===== src/hdl/pgs_pkg.sv =====
package pgs_pkg;

  localparam int CNT_W = 16;
  localparam int CFG_W = 16;
  localparam int CFG_IDX_W = 3;

  typedef logic [CNT_W-1:0] cnt_t;

  typedef enum logic [CFG_IDX_W-1:0] {
    REG_TRANSITION_TIMEOUT = 3'd0,
    REG_MIN_OFF            = 3'd1,
    REG_COLD_START         = 3'd2,
    REG_FAILURE_WAIT       = 3'd3,
    REG_OFF_HOLD           = 3'd4
  } cfg_idx_t;

  localparam cnt_t TRANSITION_TIMEOUT_RST = cnt_t'(10);
  localparam cnt_t MIN_OFF_RST            = cnt_t'(15);
  localparam cnt_t COLD_START_RST         = cnt_t'(15);
  localparam cnt_t FAILURE_WAIT_RST       = cnt_t'(7);
  localparam cnt_t OFF_HOLD_RST           = cnt_t'(2);

  typedef struct packed {
    cnt_t transition_timeout;
    cnt_t min_off;
    cnt_t failure_wait;
    cnt_t off_hold;
  } cfg_t;

  typedef struct packed {
    logic action;
    logic pgood_sample;
    logic requested_on;
  } in_item_t;

  typedef struct packed {
    logic enable_out;
    logic pgood_seen;
    logic target_on;
    logic transitioning;
    logic request_pending;
    logic ev_power_lost;
    logic ev_power_good;
    logic ev_on_timeout;
    logic ev_off_timeout;
    logic ev_pgood_failure;
    logic ev_hard_off;
    logic ev_already;
  } res_t;

  typedef struct packed {
    logic pgood;
    logic target;
    logic enable;
    logic in_transition;
    logic failure;
    cnt_t transition_count;
    cnt_t allowed_count;
    logic wait_active;
    cnt_t wait_count;
    logic pending;
    logic pending_value;
    cnt_t hold_count;
  } st_t;

  function automatic cnt_t count_down(cnt_t v);
    return (v != '0) ? v - cnt_t'(1) : v;
  endfunction

endpackage


===== src/hdl/pgs_in_if.sv =====
interface pgs_in_if;
  logic valid;
  logic ready;
  logic action;
  logic pgood_sample;
  logic requested_on;

  modport source (output valid, output action, output pgood_sample, output requested_on,
                  input ready);
  modport sink (input valid, input action, input pgood_sample, input requested_on,
                output ready);
endinterface


===== src/hdl/pgs_out_if.sv =====
interface pgs_out_if;
  logic valid;
  logic ready;
  logic enable_out;
  logic pgood_seen;
  logic target_on;
  logic transitioning;
  logic request_pending;
  logic ev_power_lost;
  logic ev_power_good;
  logic ev_on_timeout;
  logic ev_off_timeout;
  logic ev_pgood_failure;
  logic ev_hard_off;
  logic ev_already;

  modport source (output valid, output enable_out, output pgood_seen, output target_on,
                  output transitioning, output request_pending, output ev_power_lost,
                  output ev_power_good, output ev_on_timeout, output ev_off_timeout,
                  output ev_pgood_failure, output ev_hard_off, output ev_already,
                  input ready);
  modport sink (input valid, input enable_out, input pgood_seen, input target_on,
                input transitioning, input request_pending, input ev_power_lost,
                input ev_power_good, input ev_on_timeout, input ev_off_timeout,
                input ev_pgood_failure, input ev_hard_off, input ev_already,
                output ready);
endinterface


===== src/hdl/chassis_power_good_supervisor.sv =====
// Watches a chassis power-good line and drives the power enable. Each input item is either a
// tick carrying a power-good sample or a power on/off request, and each item returns exactly
// one status item with the enable level, state flags and the events it raised. One item is
// accepted every clock cycle unless the status output stalls; an accepted item is held in the
// input register, the whole supervisor state is updated from it and the status register is
// loaded with its result once the output can take it. The user must write configuration only
// while no item is in flight (unchecked by the block); the cold-start time is applied only at reset.
module chassis_power_good_supervisor (
  input  logic                          clk,
  input  logic                          rst,
  pgs_in_if.sink                        cmd,
  pgs_out_if.source                     status,
  input  logic                          cfg_wr_en,
  input  logic [pgs_pkg::CFG_IDX_W-1:0] cfg_index,
  input  logic [pgs_pkg::CFG_W-1:0]     cfg_data
);
  import pgs_pkg::*;

  cfg_t     cfg;
  in_item_t in_item;
  logic     in_valid;
  res_t     res;
  res_t     out_res;
  logic     out_valid;
  logic     advance;

  assign advance = in_valid && (!out_valid || status.ready);
  assign cmd.ready = !in_valid || advance;

  always_ff @(posedge clk) begin
    if (rst) begin
      in_valid <= 1'b0;
    end else if (cmd.ready) begin
      in_valid <= cmd.valid;
    end
  end

  always_ff @(posedge clk) begin
    if (cmd.ready && cmd.valid) begin
      in_item.action <= cmd.action;
      in_item.pgood_sample <= cmd.pgood_sample;
      in_item.requested_on <= cmd.requested_on;
    end
  end

  pgs_cfg_regs u_cfg (
    .clk   (clk),
    .rst   (rst),
    .wr_en (cfg_wr_en),
    .index (cfg_index),
    .data  (cfg_data),
    .cfg   (cfg)
  );

  pgs_core u_core (
    .clk     (clk),
    .rst     (rst),
    .advance (advance),
    .item    (in_item),
    .cfg     (cfg),
    .res     (res)
  );

  always_ff @(posedge clk) begin
    if (rst) begin
      out_valid <= 1'b0;
    end else if (advance) begin
      out_valid <= 1'b1;
    end else if (status.ready) begin
      out_valid <= 1'b0;
    end
  end

  always_ff @(posedge clk) begin
    if (advance) begin
      out_res <= res;
    end
  end

  assign status.valid = out_valid;
  assign status.enable_out = out_res.enable_out;
  assign status.pgood_seen = out_res.pgood_seen;
  assign status.target_on = out_res.target_on;
  assign status.transitioning = out_res.transitioning;
  assign status.request_pending = out_res.request_pending;
  assign status.ev_power_lost = out_res.ev_power_lost;
  assign status.ev_power_good = out_res.ev_power_good;
  assign status.ev_on_timeout = out_res.ev_on_timeout;
  assign status.ev_off_timeout = out_res.ev_off_timeout;
  assign status.ev_pgood_failure = out_res.ev_pgood_failure;
  assign status.ev_hard_off = out_res.ev_hard_off;
  assign status.ev_already = out_res.ev_already;

endmodule


===== src/hdl/pgs_cfg_regs.sv =====
module pgs_cfg_regs (
  input  logic                          clk,
  input  logic                          rst,
  input  logic                          wr_en,
  input  logic [pgs_pkg::CFG_IDX_W-1:0] index,
  input  logic [pgs_pkg::CFG_W-1:0]     data,
  output pgs_pkg::cfg_t                 cfg
);
  import pgs_pkg::*;

  always_ff @(posedge clk) begin
    if (rst) begin
      cfg.transition_timeout <= TRANSITION_TIMEOUT_RST;
      cfg.min_off            <= MIN_OFF_RST;
      cfg.failure_wait       <= FAILURE_WAIT_RST;
      cfg.off_hold           <= OFF_HOLD_RST;
    end else if (wr_en) begin
      case (index)
        REG_TRANSITION_TIMEOUT: cfg.transition_timeout <= cnt_t'(data);
        REG_MIN_OFF:            cfg.min_off            <= cnt_t'(data);
        // The cold-start time only takes effect through reset, which restores its default.
        REG_COLD_START:         cfg.min_off            <= cfg.min_off;
        REG_FAILURE_WAIT:       cfg.failure_wait       <= cnt_t'(data);
        REG_OFF_HOLD:           cfg.off_hold           <= cnt_t'(data);
        default:                cfg.min_off            <= cfg.min_off;
      endcase
    end
  end

endmodule


===== src/hdl/pgs_core.sv =====
module pgs_core (
  input  logic              clk,
  input  logic              rst,
  input  logic              advance,
  input  pgs_pkg::in_item_t item,
  input  pgs_pkg::cfg_t     cfg,
  output pgs_pkg::res_t     res
);
  import pgs_pkg::*;

  st_t st;
  st_t st_next;

  function automatic st_t commit(st_t s, logic on, cfg_t c);
    st_t t;
    t = s;
    t.enable = on;
    t.target = on;
    t.in_transition = 1'b1;
    t.transition_count = c.transition_timeout;
    if (!on) begin
      t.allowed_count = c.min_off;
    end
    return t;
  endfunction

  always_comb begin
    st_t  s;
    res_t r;
    s = st;
    r = '0;
    if (item.action) begin
      if (st.pending) begin
        s = st;
      end else if (item.requested_on == st.target) begin
        r.ev_already = 1'b1;
      end else if (!item.requested_on) begin
        if (cfg.off_hold == '0) begin
          s = commit(s, 1'b0, cfg);
        end else begin
          s.pending = 1'b1;
          s.pending_value = 1'b0;
          s.hold_count = cfg.off_hold;
        end
      end else begin
        if (st.allowed_count == '0) begin
          s = commit(s, 1'b1, cfg);
        end else begin
          s.pending = 1'b1;
          s.pending_value = 1'b1;
        end
      end
    end else begin
      s.allowed_count = count_down(st.allowed_count);
      s.hold_count = count_down(st.hold_count);
      if (st.wait_active) begin
        s.wait_count = count_down(st.wait_count);
        if (s.wait_count == '0) begin
          r.ev_hard_off = 1'b1;
          s.wait_active = 1'b0;
        end
      end

      if (st.in_transition && st.transition_count == '0) begin
        s.in_transition = 1'b0;
        r.ev_on_timeout = st.target;
        r.ev_off_timeout = !st.target;
        s.failure = 1'b1;
      end else begin
        if (st.in_transition) begin
          s.transition_count = count_down(st.transition_count);
        end
        if (item.pgood_sample != st.pgood) begin
          s.pgood = item.pgood_sample;
          if (!item.pgood_sample) begin
            r.ev_power_lost = 1'b1;
          end else begin
            r.ev_power_good = 1'b1;
            s.failure = 1'b0;
          end
        end
        if (item.pgood_sample == st.target) begin
          s.in_transition = 1'b0;
        end else if (!st.in_transition && !item.pgood_sample && !s.failure) begin
          s.wait_active = 1'b1;
          s.wait_count = cfg.failure_wait;
          s.failure = 1'b1;
          r.ev_pgood_failure = 1'b1;
        end
      end

      if (st.pending) begin
        if (!st.pending_value && s.hold_count == '0) begin
          s.pending = 1'b0;
          s = commit(s, 1'b0, cfg);
        end else if (st.pending_value && s.allowed_count == '0) begin
          s.pending = 1'b0;
          s = commit(s, 1'b1, cfg);
        end
      end
    end

    r.enable_out = s.enable;
    r.pgood_seen = s.pgood;
    r.target_on = s.target;
    r.transitioning = s.in_transition;
    r.request_pending = s.pending;
    st_next = s;
    res = r;
  end

  always_ff @(posedge clk) begin
    if (rst) begin
      st.pgood            <= 1'b0;
      st.target           <= 1'b0;
      st.enable           <= 1'b0;
      st.in_transition    <= 1'b0;
      st.failure          <= 1'b0;
      st.transition_count <= '0;
      st.allowed_count    <= COLD_START_RST;
      st.wait_active      <= 1'b0;
      st.wait_count       <= '0;
      st.pending          <= 1'b0;
      st.pending_value    <= 1'b0;
      st.hold_count       <= '0;
    end else if (advance) begin
      st <= st_next;
    end
  end

  a_enable_follows_target: assert property (@(posedge clk) disable iff (rst)
    st.enable == st.target)
    else $error("enable line differs from committed target");

  a_event_exclusive: assert property (@(posedge clk) disable iff (rst)
    advance |-> $onehot0({res.ev_on_timeout, res.ev_off_timeout, res.ev_already}))
    else $error("conflicting events in one item");

  a_timeout_sets_failure: assert property (@(posedge clk) disable iff (rst)
    advance && (res.ev_on_timeout || res.ev_off_timeout) |=> st.failure)
    else $error("transition timeout did not set the failure state");

  a_failure_starts_wait: assert property (@(posedge clk) disable iff (rst)
    advance && res.ev_pgood_failure |=> st.wait_active && st.failure)
    else $error("power good failure did not start the failure wait");

endmodule

===== src/flat_wrapper.sv =====
// flat-port wrapper written by rule: the top's interface ports become plain ports
module chassis_power_good_supervisor_flat import pgs_pkg::*;
  (clk, rst, cfg_wr_en, cfg_index, cfg_data, cmd_valid, cmd_action, cmd_pgood_sample, cmd_requested_on, cmd_ready, status_valid, status_enable_out, status_pgood_seen, status_target_on, status_transitioning, status_request_pending, status_ev_power_lost, status_ev_power_good, status_ev_on_timeout, status_ev_off_timeout, status_ev_pgood_failure, status_ev_hard_off, status_ev_already, status_ready);
  pgs_in_if cmd_i ();
  pgs_out_if status_i ();
  input  logic clk;
  input  logic rst;
  input  logic cfg_wr_en;
  input  logic [pgs_pkg::CFG_IDX_W-1:0] cfg_index;
  input  logic [pgs_pkg::CFG_W-1:0] cfg_data;
  input wire logic [$bits(cmd_i.valid)-1:0] cmd_valid;
  input wire logic [$bits(cmd_i.action)-1:0] cmd_action;
  input wire logic [$bits(cmd_i.pgood_sample)-1:0] cmd_pgood_sample;
  input wire logic [$bits(cmd_i.requested_on)-1:0] cmd_requested_on;
  output wire logic [$bits(cmd_i.ready)-1:0] cmd_ready;
  output wire logic [$bits(status_i.valid)-1:0] status_valid;
  output wire logic [$bits(status_i.enable_out)-1:0] status_enable_out;
  output wire logic [$bits(status_i.pgood_seen)-1:0] status_pgood_seen;
  output wire logic [$bits(status_i.target_on)-1:0] status_target_on;
  output wire logic [$bits(status_i.transitioning)-1:0] status_transitioning;
  output wire logic [$bits(status_i.request_pending)-1:0] status_request_pending;
  output wire logic [$bits(status_i.ev_power_lost)-1:0] status_ev_power_lost;
  output wire logic [$bits(status_i.ev_power_good)-1:0] status_ev_power_good;
  output wire logic [$bits(status_i.ev_on_timeout)-1:0] status_ev_on_timeout;
  output wire logic [$bits(status_i.ev_off_timeout)-1:0] status_ev_off_timeout;
  output wire logic [$bits(status_i.ev_pgood_failure)-1:0] status_ev_pgood_failure;
  output wire logic [$bits(status_i.ev_hard_off)-1:0] status_ev_hard_off;
  output wire logic [$bits(status_i.ev_already)-1:0] status_ev_already;
  input wire logic [$bits(status_i.ready)-1:0] status_ready;
  assign cmd_i.valid = cmd_valid;
  assign cmd_i.action = cmd_action;
  assign cmd_i.pgood_sample = cmd_pgood_sample;
  assign cmd_i.requested_on = cmd_requested_on;
  assign cmd_ready = cmd_i.ready;
  assign status_valid = status_i.valid;
  assign status_enable_out = status_i.enable_out;
  assign status_pgood_seen = status_i.pgood_seen;
  assign status_target_on = status_i.target_on;
  assign status_transitioning = status_i.transitioning;
  assign status_request_pending = status_i.request_pending;
  assign status_ev_power_lost = status_i.ev_power_lost;
  assign status_ev_power_good = status_i.ev_power_good;
  assign status_ev_on_timeout = status_i.ev_on_timeout;
  assign status_ev_off_timeout = status_i.ev_off_timeout;
  assign status_ev_pgood_failure = status_i.ev_pgood_failure;
  assign status_ev_hard_off = status_i.ev_hard_off;
  assign status_ev_already = status_i.ev_already;
  assign status_i.ready = status_ready;
  chassis_power_good_supervisor u_core (.clk(clk), .rst(rst), .cmd(cmd_i), .status(status_i), .cfg_wr_en(cfg_wr_en), .cfg_index(cfg_index), .cfg_data(cfg_data));
endmodule

===== config.mk =====
export PLATFORM = sky130hd
export DESIGN_NAME = chassis_power_good_supervisor_flat
export DESIGN_NICKNAME = d
export VERILOG_FILES = /design/src/hdl/pgs_pkg.sv /design/src/hdl/pgs_in_if.sv /design/src/hdl/pgs_out_if.sv /design/src/hdl/chassis_power_good_supervisor.sv /design/src/hdl/pgs_cfg_regs.sv /design/src/hdl/pgs_core.sv /design/src/flat_wrapper.sv
export SDC_FILE = /design/constraint.sdc
export NUM_CORES = 1
export LEC_CHECK = 0
export ABC_CLOCK_PERIOD_IN_PS = 7750
export BUFFER_PORTS_ARGS = -buffer_cell sky130_fd_sc_hd__buf_4
export CORE_MARGIN = 1.5
export CORE_UTILIZATION = 40
export CTS_CLUSTER_SIZE = 30
export DETAILED_ROUTE_END_ITERATION = 10
export PLACE_DENSITY_LB_ADDON = 0.25
export RECOVER_POWER = 50
export SYNTH_ARGS = -nofsm -noshare
export SYNTH_HDL_FRONTEND = slang
export SYNTH_SLANG_ARGS = --single-unit
export TNS_END_PERCENT = 20

===== constraint.sdc =====
create_clock -name clk -period 7.75 [get_ports clk]
set_clock_uncertainty 0.1 [all_clocks]
set_input_delay 0.3875 -clock clk [delete_from_list [all_inputs] [get_ports clk]]
set_output_delay 0.3875 -clock clk [all_outputs]
set_load 0.03 [all_outputs]

==> results.sh <==
export IMPL_outcome="finished with violations"
export IMPL_violations="max-capacitance violations, max-slew violations"
export IMPL_grt_pass1_vias=7596
export IMPL_start_kind="primary input"
export IMPL_synthSimpleGateAreaFrac_pct=28.49
export IMPL_synthXorXnorAreaFrac_pct=2.005
export IMPL_synth_largest_area_cell="dfxtp_1"
export IMPL_use_met2_pct=35.99
export IMPL_slew_viol_final=179
export IMPL_synth_area_leaders="dfxtp_1, nand2_1, a21oi_1, edfxtp_1, nor2_1"
export IMPL_synth_top_area_share_pct=33.28
export IMPL_dr_total_vias=8125
export IMPL_num_rows=52
export IMPL_die_w_um=147.1
export IMPL_viasPerCell=5.935
export IMPL_async_reset_ff_share_pct=0
export IMPL_port_buffers=40
export IMPL_antenna_found_initial=0
export IMPL_die_y_um=147.1
export IMPL_globalplace_congestion=0.8888
export IMPL_drt_iter0_markers=769
export IMPL_final_common_cell="nand2_1"
export IMPL_grt_remaining_overflow=0
export IMPL_crit_fanout=78
export IMPL_met1_usage_pct=32.76
export IMPL_insertion_delay_ps=440
export IMPL_grtUsageTotal_pct=23.26
export IMPL_setup_slack_ps=2755
export IMPL_worst_pin_slew_ps=3663
export IMPL_fin_nets=1118
export IMPL_required_ps=7860
export IMPL_synth_net_count=1126
export IMPL_ctsRootBufferMaster="clkbuf_16"
export IMPL_hold_buffers=0
export IMPL_drt_total_wl_um=24990
export IMPL_synth_seq_area_share_pct=38.70
export IMPL_cts_setup_buffers=0
export IMPL_rrSetupSlack_ps=3060
export IMPL_fp_coreArea_um2=20300
export IMPL_stdcell_area_um2=9220
export IMPL_dieArea_um2=21630
export IMPL_worst_endpoint_arrival_ps=5110
export IMPL_ys_types=75
export IMPL_drive_gt1_share_pct=8.007
export IMPL_start_util_pct=40.90
export IMPL_cts_resized=0
export IMPL_synth_top_family_by_area="simple AND/OR/NAND/NOR gates"
export IMPL_yosys_area_share_adder_pct=0.7536
export IMPL_synthToLayoutAreaGrowth_pct=11.06
export IMPL_power_density_nw_per_um2=214.4
export IMPL_grt_busiest_layer="met2"
export IMPL_synth_seq_cells=153
export IMPL_cts_tree="built"
export IMPL_tns_ps=0
export IMPL_grt_pass1_wl_um=40150
export IMPL_numCtsBuffers=17
export IMPL_setup_worst_path_class="in -> reg"
export IMPL_hpwlAfterDp_um=16700
export IMPL_firstDrtPassIters=8
export IMPL_htreeDepth=4
export IMPL_rsz0062_at_grt="no"
export IMPL_final_period_utilization_pct=64.45
export IMPL_ir_drop_mv=0.1415
export IMPL_max_cap_violations=3
export IMPL_dpl_instance_area_um2=8707
export IMPL_ant_nets=0
export IMPL_hold_viol=0
export IMPL_final_cell_mix="nand2_1, dfxtp_1, a21oi_1, nor2_1, nor3_1"
export IMPL_drcViolationCount=0
export IMPL_grt_util_met3_pct=5.124
export IMPL_synth_compound_area_share_pct=23.68
export IMPL_max_freq_mhz=200.2
export IMPL_synth_main_ff_cell="dfxtp_1"
export IMPL_finalCriticalPeriod_ps=4995
export IMPL_synth_edf_count=15
export IMPL_cts_sinks=153
export IMPL_diodes=0
export IMPL_setup_violations_final=0
export IMPL_syn_area_um2=8302
export IMPL_synth_mux_area_share_pct=1.492
export IMPL_post_route_util_pct=45.42
export IMPL_power_mw=1.977
export IMPL_clk_pin_slew_ps=70
export IMPL_holdCritPathClass="in -> reg"
export IMPL_pre_cts_ws_ps=3405
export IMPL_yosysWarnings=0
export IMPL_relSlewSlack_pct=-144.2
export IMPL_end_kind="flop"
export IMPL_leakagePower_nw=3.268
export IMPL_avgSynthCellArea_um2=7.588
export IMPL_pin_count=41
export IMPL_syn_inst=1094
export IMPL_wl_per_cell_um=18.26
export IMPL_grt_max_degree=79
export IMPL_cts_buffer_depth=2
[routing by layer]
layer / up-vias / share of wire (%)
li1: 3951 / -
met1: 3839 / 48
met2: 308 / 44
met5: - / 0
met4: 0 / 1.5
met3: 27 / 6.7
[where the power goes]
| group | internal (mW) | switching (mW) |
|---|---|---|
| Clock | 0.431 | 0.402 |
| Combinational | 0.100 | 0.192 |
| Sequential | 0.824 | 0.0282 |
| Total | 1.35 | 0.622 |
[cells in the mapped netlist (18+ instances only)]
cell / number
a211oi_1: 28
a21oi_1: 122
clkbuf_1: 65
dfxtp_1: 138
inv_1: 18
nand2_1: 199
nand3_1: 19
nor2_1: 114
nor3_1: 48
nor4_1: 23
o21ai_0: 37
[state kept, by name, summed over array words and instances (netlist names)]
signal	cells
u_core.status.ev_pgood_failure	1
u_core.status.enable_out	1
u_core.status.transitioning	1
u_core.status.ev_already	1
u_core.status.ev_off_timeout	1
u_core.in_item	3
u_core.status.ev_on_timeout	1
u_core.status.valid	1
u_core.u_cfg.cfg	64
u_core.in_valid	1
u_core.status.target_on	1
u_core.status.ev_power_lost	1
u_core.status.ev_hard_off	1
u_core.status.pgood_seen	1
u_core.status.request_pending	1
u_core.u_core.st	72
u_core.status.ev_power_good	1
[path summary, 6_finish.rpt]
kind,start,endpoint,cells past startpoint
min reg2reg,u_core.u_cfg.cfg[46],u_core.u_cfg.cfg[46],2
max reg2reg,u_core.u_core.st[0],u_core.u_core.st[40],11
min,cmd_pgood_sample,u_core.in_item[1],1
max,rst,u_core.u_core.st[42],3
[cells by family after synthesis]
kind of cell               count (synthesis)
xor gates and xnor gates                  19
adders and majority gates                  5
DFF                                      153
muxes                                     12
and+or+nand+nor                          496
buffers and inverters                    100
AOI/OAI and AO/OA                        309
[per-stage QoR]
step | instances | hold slack, ps
6_report | 1369 | 56.01
5_1_grt | 1369 | 43.64
4_1_cts | 1369 | 15.84
3_5_place_dp | 1337 | 344.0
3_3_place_gp | 1337 | 341.0
2_1_floorplan | 1094 | 331.0
[critical path, cell delays in order]
cell	delay, ps
clkbuf_1	2520
clkbuf_1	1970
nor3_1	170
[layout make-up]
type                       count  area (um^2)
multi-input combinational    841         4683
fill                        2140        11080
tap                          270        337.8
inverter                      20        75.07
timing repair buffer          53        326.6
clock inverter                15        158.9
sequential                   153         3213
clock buffer                  17        425.4
(Power assumes the default switching activity.)
